$ cat config.mk
export PLATFORM = sky130hd
export DESIGN_NAME = rkc_merge_flat
export DESIGN_NICKNAME = d
export VERILOG_FILES = /design/src/rkc_pkg.sv /design/src/rkc_out_if.sv /design/src/rkc_merge.sv /design/src/flat_wrapper.sv
export SDC_FILE = /design/constraint.sdc
export NUM_CORES = 1
export LEC_CHECK = 0
export ABC_AREA = 0
export CAP_MARGIN = 20
export CORE_MARGIN = 3
export CORE_UTILIZATION = 50
export DETAILED_ROUTE_END_ITERATION = 8
export DONT_BUFFER_PORTS = 1
export PLACE_DENSITY = 0.68
export SYNTH_ARGS = -nofsm -noshare
export SYNTH_HDL_FRONTEND = slang
export SYNTH_SLANG_ARGS = --single-unit
$ cat constraint.sdc
create_clock -name clk_i -period 0.8 [get_ports clk_i]
set_input_delay 0.08 -clock clk_i [delete_from_list [all_inputs] [get_ports clk_i]]
set_output_delay 0.08 -clock clk_i [all_outputs]
set_load 0.03 [all_outputs]
$ cat src/rkc_pkg.sv
`default_nettype none
// ----------------------------------------------------------------------------
// RGB kernel convolution package
// Shared widths, register codes, reset values and lane control for the
// normalized 3x3 RGB convolution block.
// ----------------------------------------------------------------------------
package rkc_pkg;

  localparam int unsigned MAX_WIDTH_DEF = 2048;
  localparam int unsigned KERNEL_SIZE   = 3;
  localparam int unsigned COEF_BITS     = 16;
  localparam int unsigned COEF_FRAC     = 8;
  localparam int unsigned HEIGHT_LIMIT  = 4096;

  localparam int unsigned CH_W       = 8;
  localparam int unsigned CHANNELS   = 3;
  localparam int unsigned PIX_W      = CH_W * CHANNELS;
  localparam int unsigned WIDTH_W    = 12;
  localparam int unsigned HEIGHT_W   = 13;
  localparam int unsigned KROW_W     = 48;
  localparam int unsigned CFG_IDX_W  = 3;
  localparam int unsigned CFG_DATA_W = 48;

  localparam int unsigned WGT_W  = COEF_BITS + 4;
  localparam int unsigned PROD_W = CH_W + 1 + COEF_BITS;
  localparam int unsigned ACC_W  = PROD_W + 4;
  localparam int unsigned QUO_W  = CH_W + 1;
  localparam int unsigned BIT_W  = $clog2(QUO_W);

  localparam logic [WIDTH_W-1:0]  WIDTH_RST    = WIDTH_W'(640);
  localparam logic [HEIGHT_W-1:0] HEIGHT_RST   = HEIGHT_W'(480);
  localparam logic [KROW_W-1:0]   KROW_TOP_RST = '0;
  localparam logic [KROW_W-1:0]   KROW_MID_RST = KROW_W'(16777216);
  localparam logic [KROW_W-1:0]   KROW_BOT_RST = '0;

  typedef enum logic [CFG_IDX_W-1:0] {
    REG_IMAGE_WIDTH  = 0,
    REG_IMAGE_HEIGHT = 1,
    REG_KROW_TOP     = 2,
    REG_KROW_MIDDLE  = 3,
    REG_KROW_BOTTOM  = 4
  } reg_idx_e;

  typedef enum logic {
    OP_PUSH  = 1'b0,
    OP_FLUSH = 1'b1
  } op_e;

  typedef logic [PIX_W-1:0] pix_t;

  typedef struct packed {
    logic             mac_en;
    logic             mac_first;
    logic             div_init;
    logic             div_en;
    logic [BIT_W-1:0] div_bit;
  } lane_ctrl_t;

  function automatic logic signed [COEF_BITS-1:0] coef_of(input logic [KROW_W-1:0] row,
                                                         input logic [1:0] col);
    logic signed [COEF_BITS-1:0] c;
    case (col)
      2'd0: c = row[COEF_BITS-1:0];
      2'd1: c = row[2*COEF_BITS-1:COEF_BITS];
      default: c = row[3*COEF_BITS-1:2*COEF_BITS];
    endcase
    return c;
  endfunction

endpackage
`default_nettype wire

$ cat src/rkc_out_if.sv
`default_nettype none
// ----------------------------------------------------------------------------
// Pixel output channel
// Valid/ready channel carrying one filtered pixel and its end-of-frame flag.
// ----------------------------------------------------------------------------
interface rkc_out_if;
  logic       valid;
  logic       ready;
  logic [7:0] out_red;
  logic [7:0] out_green;
  logic [7:0] out_blue;
  logic       frame_end;

  modport source (output valid, output out_red, output out_green, output out_blue,
                  output frame_end, input ready);
  modport sink (input valid, input out_red, input out_green, input out_blue,
                input frame_end, output ready);
endinterface
`default_nettype wire

$ cat src/rkc_merge.sv
`default_nettype none
// ----------------------------------------------------------------------------
// Output merge stage
// Gathers the three lane results and the end-of-frame flag into the output
// register, which holds the pixel until the consumer takes it.
// ----------------------------------------------------------------------------
module rkc_merge (
  input  logic                     clk_i,
  input  logic                     rst_ni,
  input  logic                     load_i,
  input  logic [rkc_pkg::CH_W-1:0] red_i,
  input  logic [rkc_pkg::CH_W-1:0] green_i,
  input  logic [rkc_pkg::CH_W-1:0] blue_i,
  input  logic                     frame_end_i,
  output logic                     free_o,
  rkc_out_if.source                out_o
);

  logic                     valid_q;
  logic [rkc_pkg::CH_W-1:0] red_q;
  logic [rkc_pkg::CH_W-1:0] green_q;
  logic [rkc_pkg::CH_W-1:0] blue_q;
  logic                     fend_q;

  assign free_o = !valid_q || out_o.ready;

  always_ff @(posedge clk_i or negedge rst_ni) begin
    if (!rst_ni) begin
      valid_q <= 1'b0;
      red_q   <= '0;
      green_q <= '0;
      blue_q  <= '0;
      fend_q  <= 1'b0;
    end else if (load_i) begin
      valid_q <= 1'b1;
      red_q   <= red_i;
      green_q <= green_i;
      blue_q  <= blue_i;
      fend_q  <= frame_end_i;
    end else if (out_o.ready) begin
      valid_q <= 1'b0;
    end
  end

  assign out_o.valid     = valid_q;
  assign out_o.out_red   = red_q;
  assign out_o.out_green = green_q;
  assign out_o.out_blue  = blue_q;
  assign out_o.frame_end = fend_q;

endmodule
`default_nettype wire

$ cat src/flat_wrapper.sv
// flat-port wrapper written by rule: the top's interface ports become plain ports
module rkc_merge_flat 
  (clk_i, rst_ni, load_i, red_i, green_i, blue_i, frame_end_i, free_o, out_o_valid, out_o_out_red, out_o_out_green, out_o_out_blue, out_o_frame_end, out_o_ready);
  rkc_out_if out_o_i ();
  input  logic clk_i;
  input  logic rst_ni;
  input  logic load_i;
  input  logic [rkc_pkg::CH_W-1:0] red_i;
  input  logic [rkc_pkg::CH_W-1:0] green_i;
  input  logic [rkc_pkg::CH_W-1:0] blue_i;
  input  logic frame_end_i;
  output logic free_o;
  output wire logic [$bits(out_o_i.valid)-1:0] out_o_valid;
  output wire logic [$bits(out_o_i.out_red)-1:0] out_o_out_red;
  output wire logic [$bits(out_o_i.out_green)-1:0] out_o_out_green;
  output wire logic [$bits(out_o_i.out_blue)-1:0] out_o_out_blue;
  output wire logic [$bits(out_o_i.frame_end)-1:0] out_o_frame_end;
  input wire logic [$bits(out_o_i.ready)-1:0] out_o_ready;
  assign out_o_valid = out_o_i.valid;
  assign out_o_out_red = out_o_i.out_red;
  assign out_o_out_green = out_o_i.out_green;
  assign out_o_out_blue = out_o_i.out_blue;
  assign out_o_frame_end = out_o_i.frame_end;
  assign out_o_i.ready = out_o_ready;
  rkc_merge u_core (.clk_i(clk_i), .rst_ni(rst_ni), .load_i(load_i), .red_i(red_i), .green_i(green_i), .blue_i(blue_i), .frame_end_i(frame_end_i), .free_o(free_o), .out_o(out_o_i));
endmodule
==> out/metrics.yaml <==
status: "complete, but fails checks"
violations: "hold timing, setup timing"
hp-class: "in2reg"
grt_pass1_wl_um: 4210
cts.path.max_buffers: 2
grt_pass1_vias: 814
pwr-share-clk_pct: 20.3
worstReg2RegEnd: "u_core.out_o.out_red[6]"
relSlewSlack_pct: 90.4
fin_util_pct: 91.0
ctsHoldBuffers: 27
path_max_fanout: 2
hold_viol_final: 26
drc: 0
antenna_cells: 0
r2r_start: "u_core.out_o.out_red[6]"
setup.worst_path.class: "reg2out"
cts-root-buf: "clkbuf_4"
coreArea_sq_um: 1980
globalplace.congestion: 0.661
finalSetupViolations: 46
slowest_delay_ns: 0.44
worstPathRequired_ns: 0.72
r2r.worst_path.cells: 2
synth_fp_nets: 85
layout_setup_ws_ns: -0.255
clk_latency_ns: 0.32
fmax_mhz: 948
vias: 707
placed_cell_area_sq_um: 1300
final_cell_mix: "33 x buf_6, 26 x dlygate4sd3_1, 25 x dfrtp_2"
grt_overflow: 0
boundaryPins: 56
fin_area_sq_um: 1800
cp.arrival_ns: 0.98
leakagePower_uw: 0.000822
hpwl_um: 1350
routed_wl_um: 3130
syn_area_sq_um: 1070
maxSlewViolCount: 0
sequentialPowerShare_pct: 47.8
start_util_pct: 53.9
ys_ff_latch: 26
ant_nets: 0
syn-instance-count: 56
switching_share_pct: 29.3
worstPathCellList: "nand2b_4, buf_12"
die-area_sq_um: 2720
holdPathEnd: "u_core.out_o.valid"
grt_usage_pct: 22.3
clock_sinks: 26
yosysSeqAreaShare_pct: 61.0
synth_area_per_cell_sq_um: 19.1
holdCritStartpoint: "load_i"
power_switching_uw: 973
cts_tree: "done"
intPower_uw: 2340
wl_per_cell_um: 21.4
fin_skew_ns: 0
fin_nets: 149
combPwrFrac_pct: 31.9
cts_max_level: 1
nFillCells: 67
fp.dieW_um: 52.2
period_needed_ns: 1.06
antenna_found_initial: 0
drive_above_1_share_pct: 76.5
fin_setup_tns_ns: -6.22
final_common_cell: "buf_6"
r2r_slack_ns: -0.14
whs_path_depth: 1
endpoint_kind: "output port"
grt_setup_unrepaired: "true"
area_delta_synth_final_pct: 69.1
p_total_uw: 3320
p_per_area_nw_per_um2: 1840
firstDrtPassIters: 4
cap_violations: 0
yosysWarnings: 0
critPathLaunch: "u_core.out_o.valid"
grt_max_degree: 27
synth_cell_types: 6
core.rowCount: 16
worstSetupStartpointType: "flip-flop"
die_h_um: 52.2
path_clk_slew_ns: 0.14
min_period_over_period_pct: 132
vdd.ir_drop.worst_v: 0.00161
cts_buffers: 3
hold_slack_ns: -0.133
numPortBuffers: 0
drt-initial-drc-count: 7
vias_per_cell: 4.84
slowest_stage: "dfrtp_1"
max_slew.worst_pin.slew_ns: 0.143
[power by group through the flow]
stage | Clock, uW | Combinational [uW] | Sequential [uW]
6_report | 673 | 1060 | 1580
3_5_place_dp | 0 | 723 | 1560
5_1_grt | 739 | 1100 | 1600
2_1_floorplan | 0 | 257 | 1830
4_1_cts | 675 | 976 | 1560
3_3_place_gp | 0 | 721 | 1560
[synthesized netlist by cell type, drive strengths merged]
cell type / instances / area share (%)
mux2: 25 / 33
buf: 3 / 4.8
dfrtp: 26 / 61
nand2b: 2 / 1.2
[timing repair]
action	CTS	global route
endpoints found under the hold margin	52	26
endpoints found under the setup margin	27	50
setup buffers	3	5
resized for setup	27	6
[per-layer routing]
layer / vias up / wire, um / track usage, %
li1: 320 / - / -
met1: 337 / 1160 / 26.5
met2: 42 / 1700 / 41.0
met3: 8 / 175 / 4.56
met4: 0 / 93 / 5.11
met5: - / 0 / 0
[sequential cells by signal, summed over array words and instances (netlist names)]
register and cells:
u_core.out_o.valid 1, u_core.out_o.frame_end 1, u_core.out_o.out_green 8, u_core.out_o.out_blue 8, u_core.out_o.out_red 8
[final cells by class]
cell class	count	area [sq um]	share of cell area [%]
Timing Repair Buffer	62	679	37.7
Tap cell	27	33.8	1.87
Clock buffer	4	36.3	2.01
Multi-Input combinational cell	27	373	20.7
Sequential cell	26	682	37.8
[critical path: cells and delay by family, from the launching register on]
family	cells	cell delay [ns]
flops	1	0.44
buf+inv	1	0.12
simple gates	1	0.10
[how the worst max path moves through the flow]
stage                           endpoint  cells after the start
3_5_place_dp   u_core.out_o.out_green[6]                      1
6_report                          free_o                      2
3_3_place_gp     u_core.out_o.out_red[6]                      1
2_1_floorplan  u_core.out_o.out_green[0]                      1
5_1_grt                           free_o                      2
4_1_cts                           free_o                      2
[per-stage QoR]
step / instances / setup WS (ns)
detailed placement: 107 / 0.0209
floorplan: 56 / -0.0539
finish: 146 / -0.255
CTS: 141 / -0.252
global placement: 107 / 0.0341
global route: 146 / -0.295
[cells by family (layout without fill, tap and decap cells)]
| family | Yosys count | count (layout) | share of synthesized area (%) |
|---|---|---|---|
| flip-flops | 26 | 26 | 61.0 |
| buffers and inverters | 3 | 66 | 4.81 |
| AND/OR/NAND/NOR | 2 | 2 | 1.17 |
| multiplexers | 25 | 25 | 33.1 |
No activity file was read; power rests on OpenSTA's default activity.
