===== config.mk =====
export PLATFORM = sky130hd
export DESIGN_NAME = rkc_lane
export DESIGN_NICKNAME = d
export VERILOG_FILES = /design/src/rkc_pkg.sv /design/src/rkc_lane.sv
export SDC_FILE = /design/constraint.sdc
export NUM_CORES = 1
export LEC_CHECK = 0
export BUFFER_PORTS_ARGS = -buffer_cell sky130_fd_sc_hd__buf_2
export CELL_PAD_IN_SITES_DETAIL_PLACEMENT = 1
export CELL_PAD_IN_SITES_GLOBAL_PLACEMENT = 2
export CORE_MARGIN = 3
export CORE_UTILIZATION = 43
export CTS_BUF_LIST = sky130_fd_sc_hd__clkbuf_4 sky130_fd_sc_hd__clkbuf_8
export CTS_CLUSTER_SIZE = 30
export DETAILED_ROUTE_END_ITERATION = 7
export PLACE_DENSITY_LB_ADDON = 0.1
export SLEW_MARGIN = 20
export SYNTH_ARGS = -nofsm -noshare
export SYNTH_HDL_FRONTEND = slang
export SYNTH_SLANG_ARGS = --single-unit

===== constraint.sdc =====
create_clock -name clk_i -period 5.56 [get_ports clk_i]
set_input_delay 0.278 -clock clk_i [delete_from_list [all_inputs] [get_ports clk_i]]
set_output_delay 0.278 -clock clk_i [all_outputs]
set_load 0.005 [all_outputs]

===== src/rkc_pkg.sv =====
`default_nettype none
// ----------------------------------------------------------------------------
// RGB kernel convolution package
// Shared widths, register codes, reset values and lane control for the
// normalized 3x3 RGB convolution block.
// ----------------------------------------------------------------------------
package rkc_pkg;

  localparam int unsigned MAX_WIDTH_DEF = 2048;
  localparam int unsigned KERNEL_SIZE   = 3;
  localparam int unsigned COEF_BITS     = 16;
  localparam int unsigned COEF_FRAC     = 8;
  localparam int unsigned HEIGHT_LIMIT  = 4096;

  localparam int unsigned CH_W       = 8;
  localparam int unsigned CHANNELS   = 3;
  localparam int unsigned PIX_W      = CH_W * CHANNELS;
  localparam int unsigned WIDTH_W    = 12;
  localparam int unsigned HEIGHT_W   = 13;
  localparam int unsigned KROW_W     = 48;
  localparam int unsigned CFG_IDX_W  = 3;
  localparam int unsigned CFG_DATA_W = 48;

  localparam int unsigned WGT_W  = COEF_BITS + 4;
  localparam int unsigned PROD_W = CH_W + 1 + COEF_BITS;
  localparam int unsigned ACC_W  = PROD_W + 4;
  localparam int unsigned QUO_W  = CH_W + 1;
  localparam int unsigned BIT_W  = $clog2(QUO_W);

  localparam logic [WIDTH_W-1:0]  WIDTH_RST    = WIDTH_W'(640);
  localparam logic [HEIGHT_W-1:0] HEIGHT_RST   = HEIGHT_W'(480);
  localparam logic [KROW_W-1:0]   KROW_TOP_RST = '0;
  localparam logic [KROW_W-1:0]   KROW_MID_RST = KROW_W'(16777216);
  localparam logic [KROW_W-1:0]   KROW_BOT_RST = '0;

  typedef enum logic [CFG_IDX_W-1:0] {
    REG_IMAGE_WIDTH  = 0,
    REG_IMAGE_HEIGHT = 1,
    REG_KROW_TOP     = 2,
    REG_KROW_MIDDLE  = 3,
    REG_KROW_BOTTOM  = 4
  } reg_idx_e;

  typedef enum logic {
    OP_PUSH  = 1'b0,
    OP_FLUSH = 1'b1
  } op_e;

  typedef logic [PIX_W-1:0] pix_t;

  typedef struct packed {
    logic             mac_en;
    logic             mac_first;
    logic             div_init;
    logic             div_en;
    logic [BIT_W-1:0] div_bit;
  } lane_ctrl_t;

  function automatic logic signed [COEF_BITS-1:0] coef_of(input logic [KROW_W-1:0] row,
                                                         input logic [1:0] col);
    logic signed [COEF_BITS-1:0] c;
    case (col)
      2'd0: c = row[COEF_BITS-1:0];
      2'd1: c = row[2*COEF_BITS-1:COEF_BITS];
      default: c = row[3*COEF_BITS-1:2*COEF_BITS];
    endcase
    return c;
  endfunction

endpackage
`default_nettype wire


===== src/rkc_lane.sv =====
`default_nettype none
// ----------------------------------------------------------------------------
// Channel lane
// Multiply-accumulates one color channel over the window, then divides the
// sum by the kernel weight one quotient bit per cycle and clamps to 0..255.
// ----------------------------------------------------------------------------
module rkc_lane (
  input  logic                                       clk_i,
  input  logic                                       rst_ni,
  input  rkc_pkg::lane_ctrl_t                        ctrl_i,
  input  logic [rkc_pkg::CH_W-1:0]                   chan_i,
  input  logic signed [rkc_pkg::COEF_BITS-1:0]       coef_i,
  input  logic signed [rkc_pkg::WGT_W-1:0]           weight_i,
  output logic [rkc_pkg::CH_W-1:0]                   res_o
);

  localparam int unsigned ACC_W  = rkc_pkg::ACC_W;
  localparam int unsigned PROD_W = rkc_pkg::PROD_W;
  localparam int unsigned WGT_W  = rkc_pkg::WGT_W;
  localparam int unsigned QUO_W  = rkc_pkg::QUO_W;
  localparam int unsigned CH_W   = rkc_pkg::CH_W;

  logic signed [ACC_W-1:0]  acc_q;
  logic [ACC_W-1:0]         rem_q;
  logic [ACC_W-1:0]         dvs_q;
  logic [QUO_W-1:0]         quo_q;
  logic                     zero_q;

  logic signed [PROD_W-1:0] prod;
  logic signed [ACC_W-1:0]  acc_base;
  logic [ACC_W-1:0]         acc_abs;
  logic [WGT_W-1:0]         wgt_abs;
  logic [ACC_W-1:0]         dvs_shift;

  assign prod      = PROD_W'($signed({1'b0, chan_i})) * PROD_W'(coef_i);
  assign acc_base  = ctrl_i.mac_first ? '0 : acc_q;
  assign acc_abs   = acc_q[ACC_W-1] ? ACC_W'(-acc_q) : ACC_W'(acc_q);
  assign wgt_abs   = weight_i[WGT_W-1] ? WGT_W'(-weight_i) : WGT_W'(weight_i);
  assign dvs_shift = dvs_q << ctrl_i.div_bit;

  always_ff @(posedge clk_i or negedge rst_ni) begin
    if (!rst_ni) begin
      acc_q  <= '0;
      rem_q  <= '0;
      dvs_q  <= '0;
      quo_q  <= '0;
      zero_q <= 1'b1;
    end else begin
      if (ctrl_i.mac_en) begin
        acc_q <= acc_base + ACC_W'(prod);
      end
      if (ctrl_i.div_init) begin
        // A negative quotient clamps to zero, as does a zero sum.
        zero_q <= (acc_q == '0) || (acc_q[ACC_W-1] != weight_i[WGT_W-1]);
        rem_q  <= acc_abs;
        dvs_q  <= ACC_W'(wgt_abs);
        quo_q  <= '0;
      end
      if (ctrl_i.div_en && (rem_q >= dvs_shift)) begin
        rem_q                 <= rem_q - dvs_shift;
        quo_q[ctrl_i.div_bit] <= 1'b1;
      end
    end
  end

  always_comb begin
    if (zero_q) begin
      res_o = '0;
    end else if (quo_q[QUO_W-1]) begin
      res_o = {CH_W{1'b1}};
    end else begin
      res_o = quo_q[CH_W-1:0];
    end
  end

endmodule
`default_nettype wire


==> results.yml <==
placement:
  routabilityCongestion: 0.878
  port_buffers: 61
  dpl.hpwl_um: 28600
  dp_slack_ns: -0.207
synth:
  synth_top_area_share: 0.204
  syn_inst: 1501
  syn_area_mm2: 0.0128
  yosys-top-cells-area: "fa_1, dfrtp_1, ha_1"
  yosysUniqueCellTypes: 71
  synth-seq-cells: 88
  syn-num-nets: 1778
  seq_area_frac_synth: 0.172
  avgSynthCellArea_um2: 8.52
  synth-main-ff-cell: "dfrtp_1"
  synth-edff-count: 0
  ys_warn_count: 0
  synthArstFlopShare: 1.00
  yosys.area.top_type: "fa_1"
floorplan:
  io_pins: 62
  fp.dieH_um: 178
  fp.dieW_um: 178
  start_util: 0.441
  row_count: 62
  dieArea_mm2: 0.0318
  core_mm2: 0.0290
worst_setup_path:
  worstReg2RegStart: "dvs_q[7]"
  cp_data_required_time_ns: 5.80
  rrSetupSlack_ns: 1.28
  arrival_ns: 5.53
  r2r_end: "rem_q[20]"
  startpoint_type: "primary input"
  reg2regPathDepth: 14
  worstPathMaxFanout: 5
  crit_type: "primary input to flop"
  cp-end-kind: "flop"
sta:
  hold_viol: 0
  setup-violations-final: 0
  timing.fmax_mhz: 189
  timing.final.crit_share: 0.951
  max-slew-margin-rel: 0.468
  rsz0062_at_grt: "no"
  fin_skew_ns: 0.0109
  period_needed_ns: 5.29
  fin_ws_ns: 0.275
  finalSetupTns_ns: 0
  maxSlewViolCount: 0
  tightest_slew_ns: 0.798
global_routing:
  antenna_found_initial: 0
  grt_pass1_vias: 11193
  grt_use_total: 0.221
  grt_max_degree: 61
  grt_pass1_wl_um: 56900
  gr-total-overflow: 0
finish:
  final_cell_mix: "inv_1, nand2_1, fa_1"
  drive_above_1_share: 0.124
  antennaDiodeCount: 0
  area_growth_pct: 9.94
  layout_commonest_cell: "inv_1"
  nets: 1848
  fillerInstances: 3536
detailed_routing:
  drt_iter0_markers: 482
  drt-pass1-iter-count: 5
  wl_um: 33900
  wl_per_cell_um: 17.3
  vias: 10485
  drcViolationCount: 0
  ant_nets: 0
  via_per_inst: 5.35
power:
  p_switching_mw: 4.47
  p_leak_nw: 6.73
  intPower_mw: 4.57
  switching_share: 0.494
  max-vdd-ir-drop_v: 0.000193
  p_clk_frac: 0.059
  seq_power_share: 0.133
  p_comb_frac: 0.808
  power_density_mw_per_mm2: 643
clock_network:
  clockBufferDepth: 2
  cts_tree: "built"
  clkLatencyLatePin_ns: 0.38
  cts-root-buf: "clkbuf_8"
  path_clk_slew_ns: 0.10
  cts_buffers: 9
  cts.sinks: 88
  cts_setup_buffers: 0
  htree_levels: 3
worst_hold_path:
  min_to: "dvs_q[19]"
  hold_start: "weight_i[18]"
  min-delay-path-class: "primary input to flop"
  min_path_cells: 3
outcome:
  status: "finished clean"
flow_run:
  cap_viol_max_count: 0
==> metrics by stage <==
| step | utilization | power [mW] | cell area, µm² | std cells | hold WS (ns) |
|---|---|---|---|---|---|
| after global routing | 0.485 | 10.1 | 14100 | 1960 | 0.207 |
| after global placement | 0.476 | 8.29 | 13800 | 1943 | 0.229 |
| after detailed placement | 0.476 | 8.56 | 13800 | 1943 | 0.236 |
| after floorplan | - | 6.40 | 12800 | 1501 | -0.0176 |
| after CTS | 0.485 | 9.14 | 14100 | 1960 | 0.183 |
| final | 0.485 | 9.04 | 14100 | 1960 | 0.200 |
==> power groups by stage <==
stage | sequential (mW) | clock (mW) | combinational (mW)
2_1_floorplan | 1.10 | 0 | 5.30
3_3_place_gp | 1.20 | 0 | 7.09
3_5_place_dp | 1.22 | 0 | 7.34
4_1_cts | 1.20 | 0.549 | 7.39
5_1_grt | 1.24 | 0.573 | 8.32
6_report | 1.20 | 0.531 | 7.30
==> layer usage <==
| layer | track usage | share of wire | routed length, µm | up-vias |
|---|---|---|---|---|
| met5 | 0 | 0 | 0 | - |
| met4 | 0.0412 | 0.011 | 376 | 0 |
| met3 | 0.0136 | 0.014 | 472 | 25 |
| met2 | 0.404 | 0.51 | 17400 | 86 |
| met1 | 0.289 | 0.46 | 15600 | 5218 |
| li1 | - | - | - | 5156 |
==> final cells by class <==
cell class                 instances  area, µm²  area share
clock buffer                      12        153      0.0109
clock inverter                     4       76.3     0.00543
inverter                         196        736      0.0523
multi-input combinational       1156       9610       0.683
sequential                        88       2200       0.157
tap                              384        480      0.0342
timing repair buffer             120        806      0.0573
==> worst max-delay path by stage <==
| stage | depth (start not counted) | startpoint | slack [ns] | endpoint |
|---|---|---|---|---|
| floorplan | 22 | chan_i[3] | 0.02 | acc_q[28] |
| global placement | 21 | coef_i[15] | -0.09 | acc_q[28] |
| detailed placement | 21 | coef_i[15] | -0.21 | acc_q[28] |
| CTS | 21 | coef_i[15] | 0.20 | acc_q[28] |
| global route | 23 | chan_i[0] | 0.01 | acc_q[21] |
| finish | 21 | coef_i[15] | 0.27 | acc_q[28] |
==> logic make-up after synthesis <==
kind of cell,share of synthesized area
mux,0.0617
flops,0.172
buf+inv,0.0767
simple gates,0.173
xor+xnor,0.0596
compound gates,0.163
fa+ha+maj,0.294
==> what timing repair did <==
action                                  CTS  global route
hold buffers                              1             0
endpoints found under the hold margin    27             0
endpoints found under the setup margin    0             4
gates resized for setup                   0             2
==> synth_stat cells, drive strengths merged (19+ instances only) <==
library cell,n
xor2,43
a21o,27
nand2,158
clkbuf,47
xnor2,44
a21oi,98
o211ai,19
fa,130
nand2b,28
and2,73
mux2i,29
ha,93
o31ai,19
mux2,30
o21ai,98
nand3,22
nor2,87
dfrtp,87
inv,192
==> sequential cells by signal, indices dropped and copies added, names as in the netlist <==
register,flops
acc_q,29
quo_q,9
dvs_q,20
zero_q,1
rem_q,29
==> critical path, stage by stage <==
cell and delay [ns]:
buf_2 0.13, and2_1 0.17, fa_1 0.57, inv_1 0.08, fa_1 0.54, inv_1 0.06, fa_1 0.50, fa_1 0.54
inv_1 0.05, fa_1 0.52, inv_1 0.04, ha_1 0.34, a21o_1 0.21, o21a_1 0.19, a311o_1 0.33, nor3_1 0.13
o21ai_1 0.12, a31oi_1 0.25, mux2i_1 0.25, and2_1 0.15, o221ai_1 0.09
Note: power is estimated with default switching activity, not from simulation.
